--- src/rtl/rmf_pkg.sv ---
`timescale 1ns / 1ps
`default_nettype none
// ----------------------------------------------------------------------------
// rmf_pkg
// Types, constants and helper functions shared by the RGBA min/max and
// FNV-1a fingerprint block.
// ----------------------------------------------------------------------------
package rmf_pkg;

    localparam int WORD_W   = 32;
    localparam int HASH_W   = 64;
    localparam int NUM_LANES = 4;
    localparam int LANE_W   = 2;

    localparam logic [WORD_W-1:0] POS_INF  = 32'h7f80_0000;
    localparam logic [WORD_W-1:0] NEG_INF  = 32'hff80_0000;
    localparam logic [WORD_W-1:0] EXP_MASK = 32'h7f80_0000;
    localparam logic [HASH_W-1:0] FNV_BASIS = 64'hcbf2_9ce4_8422_2325;
    // FNV prime is 2^40 + 0x1b3
    localparam int                FNV_SHIFT = 40;
    localparam logic [8:0]        FNV_LOW   = 9'h1b3;

    typedef struct packed {
        logic [NUM_LANES-1:0][WORD_W-1:0] chan;
        logic [NUM_LANES-1:0]             nonfinite;
        logic                             last;
    } pixel_t;

    typedef struct packed {
        logic [NUM_LANES-1:0][WORD_W-1:0] min_val;
        logic [NUM_LANES-1:0][WORD_W-1:0] max_val;
        logic [HASH_W-1:0]                fingerprint;
        logic                             stats_valid;
    } result_t;

    function automatic logic is_nonfinite(input logic [WORD_W-1:0] bits);
        return (bits & EXP_MASK) == EXP_MASK;
    endfunction

    // monotone in float value; -0 and +0 map to the same key
    function automatic logic [WORD_W:0] order_key(input logic [WORD_W-1:0] bits);
        logic [WORD_W:0] mag;
        logic [WORD_W:0] mid;
        mag = {2'b00, bits[WORD_W-2:0]};
        mid = {2'b01, {(WORD_W-1){1'b0}}};
        return bits[WORD_W-1] ? (mid - mag) : (mid + mag);
    endfunction

    // four byte steps of FNV-1a, least significant byte first
    function automatic logic [HASH_W-1:0] fnv_word(input logic [HASH_W-1:0] h,
                                                   input logic [WORD_W-1:0] w);
        logic [HASH_W-1:0] acc;
        acc = h;
        for (int b = 0; b < 4; b++) begin
            acc = acc ^ {56'd0, w[8*b +: 8]};
            acc = (acc << FNV_SHIFT) + (acc * FNV_LOW);
        end
        return acc;
    endfunction

endpackage
`default_nettype wire

--- src/rtl/rmf_front.sv ---
`timescale 1ns / 1ps
`default_nettype none
// ----------------------------------------------------------------------------
// rmf_front
// Accepts pixels, flags nonfinite channels and holds them in a two-entry
// queue for the back end.
// ----------------------------------------------------------------------------
module rmf_front (
    input  wire logic                    clk,
    input  wire logic                    rst_n,
    input  wire logic                    push,
    output logic                         full,
    input  wire logic [31:0]             red_bits,
    input  wire logic [31:0]             green_bits,
    input  wire logic [31:0]             blue_bits,
    input  wire logic [31:0]             alpha_bits,
    input  wire logic                    last_pixel,
    output logic                         q_valid,
    output rmf_pkg::pixel_t              q_item,
    input  wire logic                    q_pop
);
    import rmf_pkg::*;

    localparam int QDEPTH = 2;

    pixel_t      mem [QDEPTH];
    pixel_t      in_item;
    logic        wr_ptr_reg;
    logic        rd_ptr_reg;
    logic [1:0]  count_reg;
    logic [1:0]  count_next;
    logic        do_push;
    logic        do_pop;

    always_comb
    begin
        in_item.chan[0] = red_bits;
        in_item.chan[1] = green_bits;
        in_item.chan[2] = blue_bits;
        in_item.chan[3] = alpha_bits;
        for (int c = 0; c < NUM_LANES; c++)
        begin
            in_item.nonfinite[c] = is_nonfinite(in_item.chan[c]);
        end
        in_item.last = last_pixel;
    end

    assign full    = (count_reg == 2'(QDEPTH));
    assign q_valid = (count_reg != 2'd0);
    assign q_item  = mem[rd_ptr_reg];
    assign do_push = push && !full;
    assign do_pop  = q_pop && q_valid;

    always_comb
    begin
        count_next = count_reg;
        if (do_push && !do_pop)
        begin
            count_next = count_reg + 2'd1;
        end
        else if (do_pop && !do_push)
        begin
            count_next = count_reg - 2'd1;
        end
    end

    always_ff @(posedge clk)
    begin
        if (do_push)
        begin
            mem[wr_ptr_reg] <= in_item;
        end
    end

    always_ff @(posedge clk or negedge rst_n)
    begin
        if (!rst_n)
        begin
            wr_ptr_reg <= 1'b0;
            rd_ptr_reg <= 1'b0;
            count_reg  <= 2'd0;
        end
        else
        begin
            if (do_push)
            begin
                wr_ptr_reg <= ~wr_ptr_reg;
            end
            if (do_pop)
            begin
                rd_ptr_reg <= ~rd_ptr_reg;
            end
            count_reg <= count_next;
        end
    end

    a_count_bound: assert property (@(posedge clk) disable iff (!rst_n)
        count_reg <= 2'(QDEPTH))
        else $error("queue count overflow");

    a_pop_nonempty: assert property (@(posedge clk) disable iff (!rst_n)
        q_pop |-> count_reg != 2'd0)
        else $error("pop from empty queue");

    a_push_grows: assert property (@(posedge clk) disable iff (!rst_n)
        (do_push && !do_pop) |=> count_reg == $past(count_reg) + 2'd1)
        else $error("queue count did not grow on push");

endmodule
`default_nettype wire

--- src/rtl/rmf_back.sv ---
`timescale 1ns / 1ps
`default_nettype none
// ----------------------------------------------------------------------------
// rmf_back
// Works one channel per cycle when not stalled or starved: min/max update and
// four FNV-1a byte steps. On the last pixel the result is loaded into the
// output register and the running statistics return to their reset values.
// ----------------------------------------------------------------------------
module rmf_back #(
    parameter int CHANNEL_COUNT = 4
) (
    input  wire logic                    clk,
    input  wire logic                    rst_n,
    input  wire logic                    q_valid,
    input  wire rmf_pkg::pixel_t         q_item,
    output logic                         q_pop,
    input  wire logic                    pop,
    output logic                         empty,
    output rmf_pkg::result_t             result
);
    import rmf_pkg::*;

    localparam logic [LANE_W-1:0] LAST_IDX = LANE_W'(CHANNEL_COUNT - 1);

    logic [LANE_W-1:0]                cnt_reg;
    logic [NUM_LANES-1:0][WORD_W-1:0] min_reg;
    logic [NUM_LANES-1:0][WORD_W-1:0] min_next;
    logic [NUM_LANES-1:0][WORD_W-1:0] max_reg;
    logic [NUM_LANES-1:0][WORD_W-1:0] max_next;
    logic [HASH_W-1:0]                hash_reg;
    logic [HASH_W-1:0]                hash_next;
    logic                             bad_reg;
    logic                             bad_next;
    logic                             out_valid_reg;
    result_t                          res_reg;
    result_t                          res_next;
    logic [WORD_W-1:0]                word;
    logic                             word_nf;
    logic                             last_step;
    logic                             stall;
    logic                             advance;
    logic                             finish;

    assign word      = q_item.chan[cnt_reg];
    assign word_nf   = q_item.nonfinite[cnt_reg];
    assign last_step = (cnt_reg == LAST_IDX);
    // finishing an image needs room in the output register
    assign stall     = last_step && q_item.last && out_valid_reg && !pop;
    assign advance   = q_valid && !stall;
    assign finish    = advance && last_step && q_item.last;
    assign q_pop     = advance && last_step;
    assign empty     = !out_valid_reg;
    assign result    = res_reg;

    always_comb
    begin
        min_next  = min_reg;
        max_next  = max_reg;
        hash_next = hash_reg;
        bad_next  = bad_reg;
        if (advance)
        begin
            if (word_nf)
            begin
                bad_next = 1'b1;
            end
            else
            begin
                if (order_key(word) < order_key(min_reg[cnt_reg]))
                begin
                    min_next[cnt_reg] = word;
                end
                if (order_key(word) > order_key(max_reg[cnt_reg]))
                begin
                    max_next[cnt_reg] = word;
                end
                hash_next = fnv_word(hash_reg, word);
            end
        end
    end

    always_comb
    begin
        res_next = '0;
        if (!bad_next)
        begin
            for (int c = 0; c < NUM_LANES; c++)
            begin
                if (c < CHANNEL_COUNT)
                begin
                    res_next.min_val[c] = min_next[c];
                    res_next.max_val[c] = max_next[c];
                end
            end
            res_next.fingerprint = hash_next;
            res_next.stats_valid = 1'b1;
        end
    end

    always_ff @(posedge clk)
    begin
        if (finish)
        begin
            res_reg <= res_next;
        end
    end

    always_ff @(posedge clk or negedge rst_n)
    begin
        if (!rst_n)
        begin
            cnt_reg       <= '0;
            min_reg       <= {NUM_LANES{POS_INF}};
            max_reg       <= {NUM_LANES{NEG_INF}};
            hash_reg      <= FNV_BASIS;
            bad_reg       <= 1'b0;
            out_valid_reg <= 1'b0;
        end
        else
        begin
            if (advance)
            begin
                cnt_reg <= last_step ? '0 : cnt_reg + 1'b1;
            end
            if (finish)
            begin
                min_reg  <= {NUM_LANES{POS_INF}};
                max_reg  <= {NUM_LANES{NEG_INF}};
                hash_reg <= FNV_BASIS;
                bad_reg  <= 1'b0;
            end
            else
            begin
                min_reg  <= min_next;
                max_reg  <= max_next;
                hash_reg <= hash_next;
                bad_reg  <= bad_next;
            end
            if (finish)
            begin
                out_valid_reg <= 1'b1;
            end
            else if (pop)
            begin
                out_valid_reg <= 1'b0;
            end
        end
    end

    a_cnt_range: assert property (@(posedge clk) disable iff (!rst_n)
        cnt_reg <= LAST_IDX)
        else $error("channel counter out of range");

    a_pop_at_end: assert property (@(posedge clk) disable iff (!rst_n)
        q_pop |-> last_step)
        else $error("queue popped before last channel");

    a_invalid_zero: assert property (@(posedge clk) disable iff (!rst_n)
        (out_valid_reg && !res_reg.stats_valid) |-> res_reg.fingerprint == '0)
        else $error("invalid result carries a fingerprint");

    a_reset_after_finish: assert property (@(posedge clk) disable iff (!rst_n)
        finish |=> (hash_reg == FNV_BASIS) && !bad_reg && cnt_reg == '0)
        else $error("statistics not cleared after image end");

endmodule
`default_nettype wire

--- src/rtl/rgba_minmax_fnv1a_fingerprint.sv ---
`timescale 1ns / 1ps
`default_nettype none
// ----------------------------------------------------------------------------
// rgba_minmax_fnv1a_fingerprint
// Per-channel float min/max and FNV-1a 64 fingerprint over an RGBA image.
//
//   channel  | handshake          | payload
//   ---------+--------------------+------------------------------------------
//   pixel in | push / full        | red/green/blue/alpha_bits, last_pixel
//   result   | empty / pop        | min_*, max_*, fingerprint, stats_valid
//
// The back end works one channel per cycle while not stalled or starved
// (min/max compare plus four chained FNV byte steps); that loop sets the rate.
// A two-pixel queue decouples the input from the back end.
// The result appears in the cycle after the last channel of the last pixel.
// Reset empties the queue and the output and loads +inf/-inf and the FNV basis.
// The back end stalls on the last pixel only while an unread result is held.
// ----------------------------------------------------------------------------
module rgba_minmax_fnv1a_fingerprint #(
    parameter int CHANNEL_COUNT = 4
) (
    input  wire logic         clk,
    input  wire logic         rst_n,
    input  wire logic         push,
    output logic              full,
    input  wire logic [31:0]  red_bits,
    input  wire logic [31:0]  green_bits,
    input  wire logic [31:0]  blue_bits,
    input  wire logic [31:0]  alpha_bits,
    input  wire logic         last_pixel,
    output logic              empty,
    input  wire logic         pop,
    output logic [31:0]       min_red,
    output logic [31:0]       min_green,
    output logic [31:0]       min_blue,
    output logic [31:0]       min_alpha,
    output logic [31:0]       max_red,
    output logic [31:0]       max_green,
    output logic [31:0]       max_blue,
    output logic [31:0]       max_alpha,
    output logic [63:0]       fingerprint,
    output logic              stats_valid
);
    import rmf_pkg::*;

    logic    q_valid;
    logic    q_pop;
    pixel_t  q_item;
    result_t result;

    rmf_front u_front (
        .clk        (clk),
        .rst_n      (rst_n),
        .push       (push),
        .full       (full),
        .red_bits   (red_bits),
        .green_bits (green_bits),
        .blue_bits  (blue_bits),
        .alpha_bits (alpha_bits),
        .last_pixel (last_pixel),
        .q_valid    (q_valid),
        .q_item     (q_item),
        .q_pop      (q_pop)
    );

    rmf_back #(
        .CHANNEL_COUNT (CHANNEL_COUNT)
    ) u_back (
        .clk     (clk),
        .rst_n   (rst_n),
        .q_valid (q_valid),
        .q_item  (q_item),
        .q_pop   (q_pop),
        .pop     (pop),
        .empty   (empty),
        .result  (result)
    );

    assign min_red     = result.min_val[0];
    assign min_green   = result.min_val[1];
    assign min_blue    = result.min_val[2];
    assign min_alpha   = result.min_val[3];
    assign max_red     = result.max_val[0];
    assign max_green   = result.max_val[1];
    assign max_blue    = result.max_val[2];
    assign max_alpha   = result.max_val[3];
    assign fingerprint = result.fingerprint;
    assign stats_valid = result.stats_valid;

endmodule
`default_nettype wire
--- config.mk ---
export PLATFORM = sky130hd
export DESIGN_NAME = rgba_minmax_fnv1a_fingerprint
export DESIGN_NICKNAME = d
export VERILOG_FILES = /design/src/rtl/rmf_pkg.sv /design/src/rtl/rmf_front.sv /design/src/rtl/rmf_back.sv /design/src/rtl/rgba_minmax_fnv1a_fingerprint.sv
export SDC_FILE = /design/constraint.sdc
export NUM_CORES = 2
export LEC_CHECK = 0
export BUFFER_PORTS_ARGS = -buffer_cell sky130_fd_sc_hd__clkbuf_2
export CORE_ASPECT_RATIO = 0.7
export CORE_MARGIN = 2
export CORE_UTILIZATION = 63
export CTS_CLUSTER_SIZE = 16
export DETAILED_ROUTE_END_ITERATION = 16
export MAX_ROUTING_LAYER = met4
export PLACE_DENSITY = 0.81
export SLEW_MARGIN = 30
export SYNTH_ARGS = -nofsm -noshare
export SYNTH_HDL_FRONTEND = slang
export SYNTH_HIERARCHICAL = 1
export SYNTH_SLANG_ARGS = --single-unit
export TNS_END_PERCENT = 30
--- constraint.sdc ---
create_clock -name clk -period 61.3 [get_ports clk]
set_input_delay 0 -clock clk [delete_from_list [all_inputs] [get_ports clk]]
set_output_delay 0 -clock clk [all_outputs]
set_load 0.1 [all_outputs]
==> flow_summary.toml <==
[timing]
relSlewSlack_pct = 28.5
maxSlewViolCount = 0
period_minus_slack_ns = 24.52
tns_ns = 0
rsz0062_at_grt = "no"
hold_viol = 0
layout_setup_ws_ns = 36.79
fin_crit_sh_pct = 40.0
max_slew.worst_pin.slew_ns = 1.07
setup_viol = 0
max_freq_mhz = 40.8
clock_skew_ns = 0.0649

[routing]
drcViolationCount = 0
wl_per_cell_microns = 27.6
first_pass_iters = 9
wl_microns = 270000
wirelength_met1_microns = 112000
maxUsedRoutingLayer = "met4"
route.met3.wl_microns = 34200
ant_nets = 0
via_per_inst = 6.12
wl_met2_microns = 110000
vias = 60000
drt_iter0_drc = 7009

[die]
die_w_microns = 439
dieArea_sq_um = 136000
rows = 111
ios = 456
dieHeight_microns = 309
start_util_pct = 63.7
core-area_sq_um = 131000

[placed_design]
io_buffers = 455
place_ws_ns = 37.38
place.gp.congestion = 1.05
hpwl_microns = 213000

[synthesis]
synthArstFlopShare_pct = 35.8
synth_area_leaders = "fa_1 (21%), edfxtp_1 (21%), ha_1 (12%)"
synth_top_area_cell = "fa_1"
ys_types = 96
ys.flop_type = "edfxtp_1"
synth_seq_cells = 915
syn_avg_cell_area_sq_um = 11.2
synth_cells = 7442
seq_area_frac_synth_pct = 31.0
ys.warnings.count = 6
syn_nets = 9290
synth_top_cell_area_share_pct = 21.3
synth_edf_count = 587
netlist_area_sq_um = 83600

[setup_path]
crit_start = "u_front/rd_ptr_reg$_DFFE_PN0P_"
cpMostUsedCell = "ha_1"
crit_family = "adder cells"
slowest_delay_ns = 0.96
crit_path_end = "u_back/result[64]$_SDFFCE_PN0P_"
crit_fanout = 44
cp-start-kind = "flip-flop"
r2r-end = "u_back/result[64]$_SDFFCE_PN0P_"
ff2ff_path_depth = 80
reg2reg_from = "u_front/rd_ptr_reg$_DFFE_PN0P_"
critPathRequiredTime_ns = 61.74
arrival_ns = 24.96
cp.depth = 80
crit_slowest_cell = "dfrtp_4"
criticalPathCategory = "flip-flop to flip-flop"
crit_buf_inv = 2
reg2reg_setup_slack_ns = 36.79
cp-end-kind = "flip-flop"

[cells_and_area]
nFillCells = 9387
drive_gt1_share_pct = 12.9
nets = 9816
final_cell_mix = "inv_1 (1,227), fa_1 (891), ha_1 (824)"
syn_to_final_growth_pct = 10.1
final_common_cell = "inv_1"
largest_reg_flops = 321

[clocking]
root_buffer = "clkbuf_16"
cts.htree.levels = 3
clock_sinks = 915
clk_pin_slew_ns = 0.07
tritoncts = "built"
numCtsBuffers = 87
insertion_delay_ns = 0.74
clockBufferDepth = 3

[worst_hold_path]
hold_path.class = "primary input to flip-flop"
hold_path_depth = 2

[job]
drv_cap = 0

[global_route]
track_usage_pct = 42.0
grt_pass1_wl_microns = 404000
grt_pass1_vias = 61700
grt_overflow_total = 0
antenna_found_initial = 4
grt_max_degree = 178

[outcome]
status = "complete, no violations"
[kinds of logic after synthesis]
kind of cell             synth area share (%)
adder cells (fa/ha/maj)                  33.8
buffers and inverters                    6.82
AND/OR/NAND/NOR                          7.12
AO/OA/AOI/OAI                            7.61
flip-flops                               31.0
XOR/XNOR                                 5.53
multiplexers                             8.09
[worst min path at each step]
stage                                      to           start
2_1_floorplan        u_back/bad_reg$_DFF_PN0_           rst_n
3_3_place_gp   u_front/rd_ptr_reg$_DFFE_PN0P_           rst_n
3_5_place_dp   u_front/rd_ptr_reg$_DFFE_PN0P_           rst_n
4_1_cts         u_front/mem[1][125]$_DFFE_PP_  alpha_bits[24]
5_1_grt          u_front/mem[1][26]$_DFFE_PP_    red_bits[21]
6_report         u_front/mem[0][41]$_DFFE_PP_   green_bits[4]
[worst reg2reg max path, delay by kind of cell (launching register included)]
family | cells | cell delay, ns
AO/OA/AOI/OAI | 21 | 4.38
AND/OR/NAND/NOR | 14 | 2.98
XOR/XNOR | 18 | 4.62
adder cells (fa/ha/maj) | 23 | 9.35
multiplexers | 2 | 1.10
buffers and inverters | 2 | 0.86
flip-flops | 1 | 0.96
[synthesized netlist by cell type (46+ instances only)]
cell and number:
nand2_1 253, xnor2_1 293, mux2i_1 289, a21o_1 210, o21a_1 54, nor2_1 724, a21oi_1 307, nor2b_1 46
mux2_4 60, nand3_1 60, o21ai_0 148, fa_1 891, mux2_2 76, dfstp_2 96, clkbuf_1 154, xor2_1 221
edfxtp_1 587, dfrtp_1 232, inv_1 1228, mux4_2 94, ha_1 824
[repair_timing]
| item | CTS | global route |
|---|---|---|
| hold buffers | 153 | 2 |
| gates resized for setup | 0 | 0 |
| setup buffers | 0 | 0 |
| endpoints found under the setup margin | 0 | 0 |
| endpoints found under the hold margin | 345 | 3 |
[cell type report]
cell class / count / area [sq um] / area share [%]
clock buffer: 122 / 2410 / 2.62
timing repair buffer: 662 / 4310 / 4.67
antenna: 5 / 12.5 / 0.0136
sequential: 915 / 26000 / 28.2
inverter: 1230 / 4620 / 5.02
multi-input combinational: 5072 / 52100 / 56.5
tap: 1751 / 2190 / 2.38
clock inverter: 42 / 542 / 0.588
[metal layers]
metal | up-vias | global-route usage [%]
met5 | - | -
met4 | 0 | 17.7
met3 | 700 | 13.4
met2 | 3577 | 56.3
met1 | 29900 | 58.7
li1 | 25800 | -
[stage by stage]
stage | utilization, % | hold WS [ns] | std cells | cell area [sq um]
final | 70.1 | 0.0102 | 9799 | 92100
after global routing | 70.1 | 0.0130 | 9799 | 92100
after CTS | 70.0 | 0.00111 | 9791 | 92000
after detailed placement | 66.6 | 0.0335 | 9474 | 87500
after global placement | 66.6 | 0.0332 | 9473 | 87500
after floorplan | - | -0.296 | 7442 | 83600
Power is left out: the tool's default activity adds up to more than one toggle a clock period on the data nets, which glitch-free logic cannot reach.
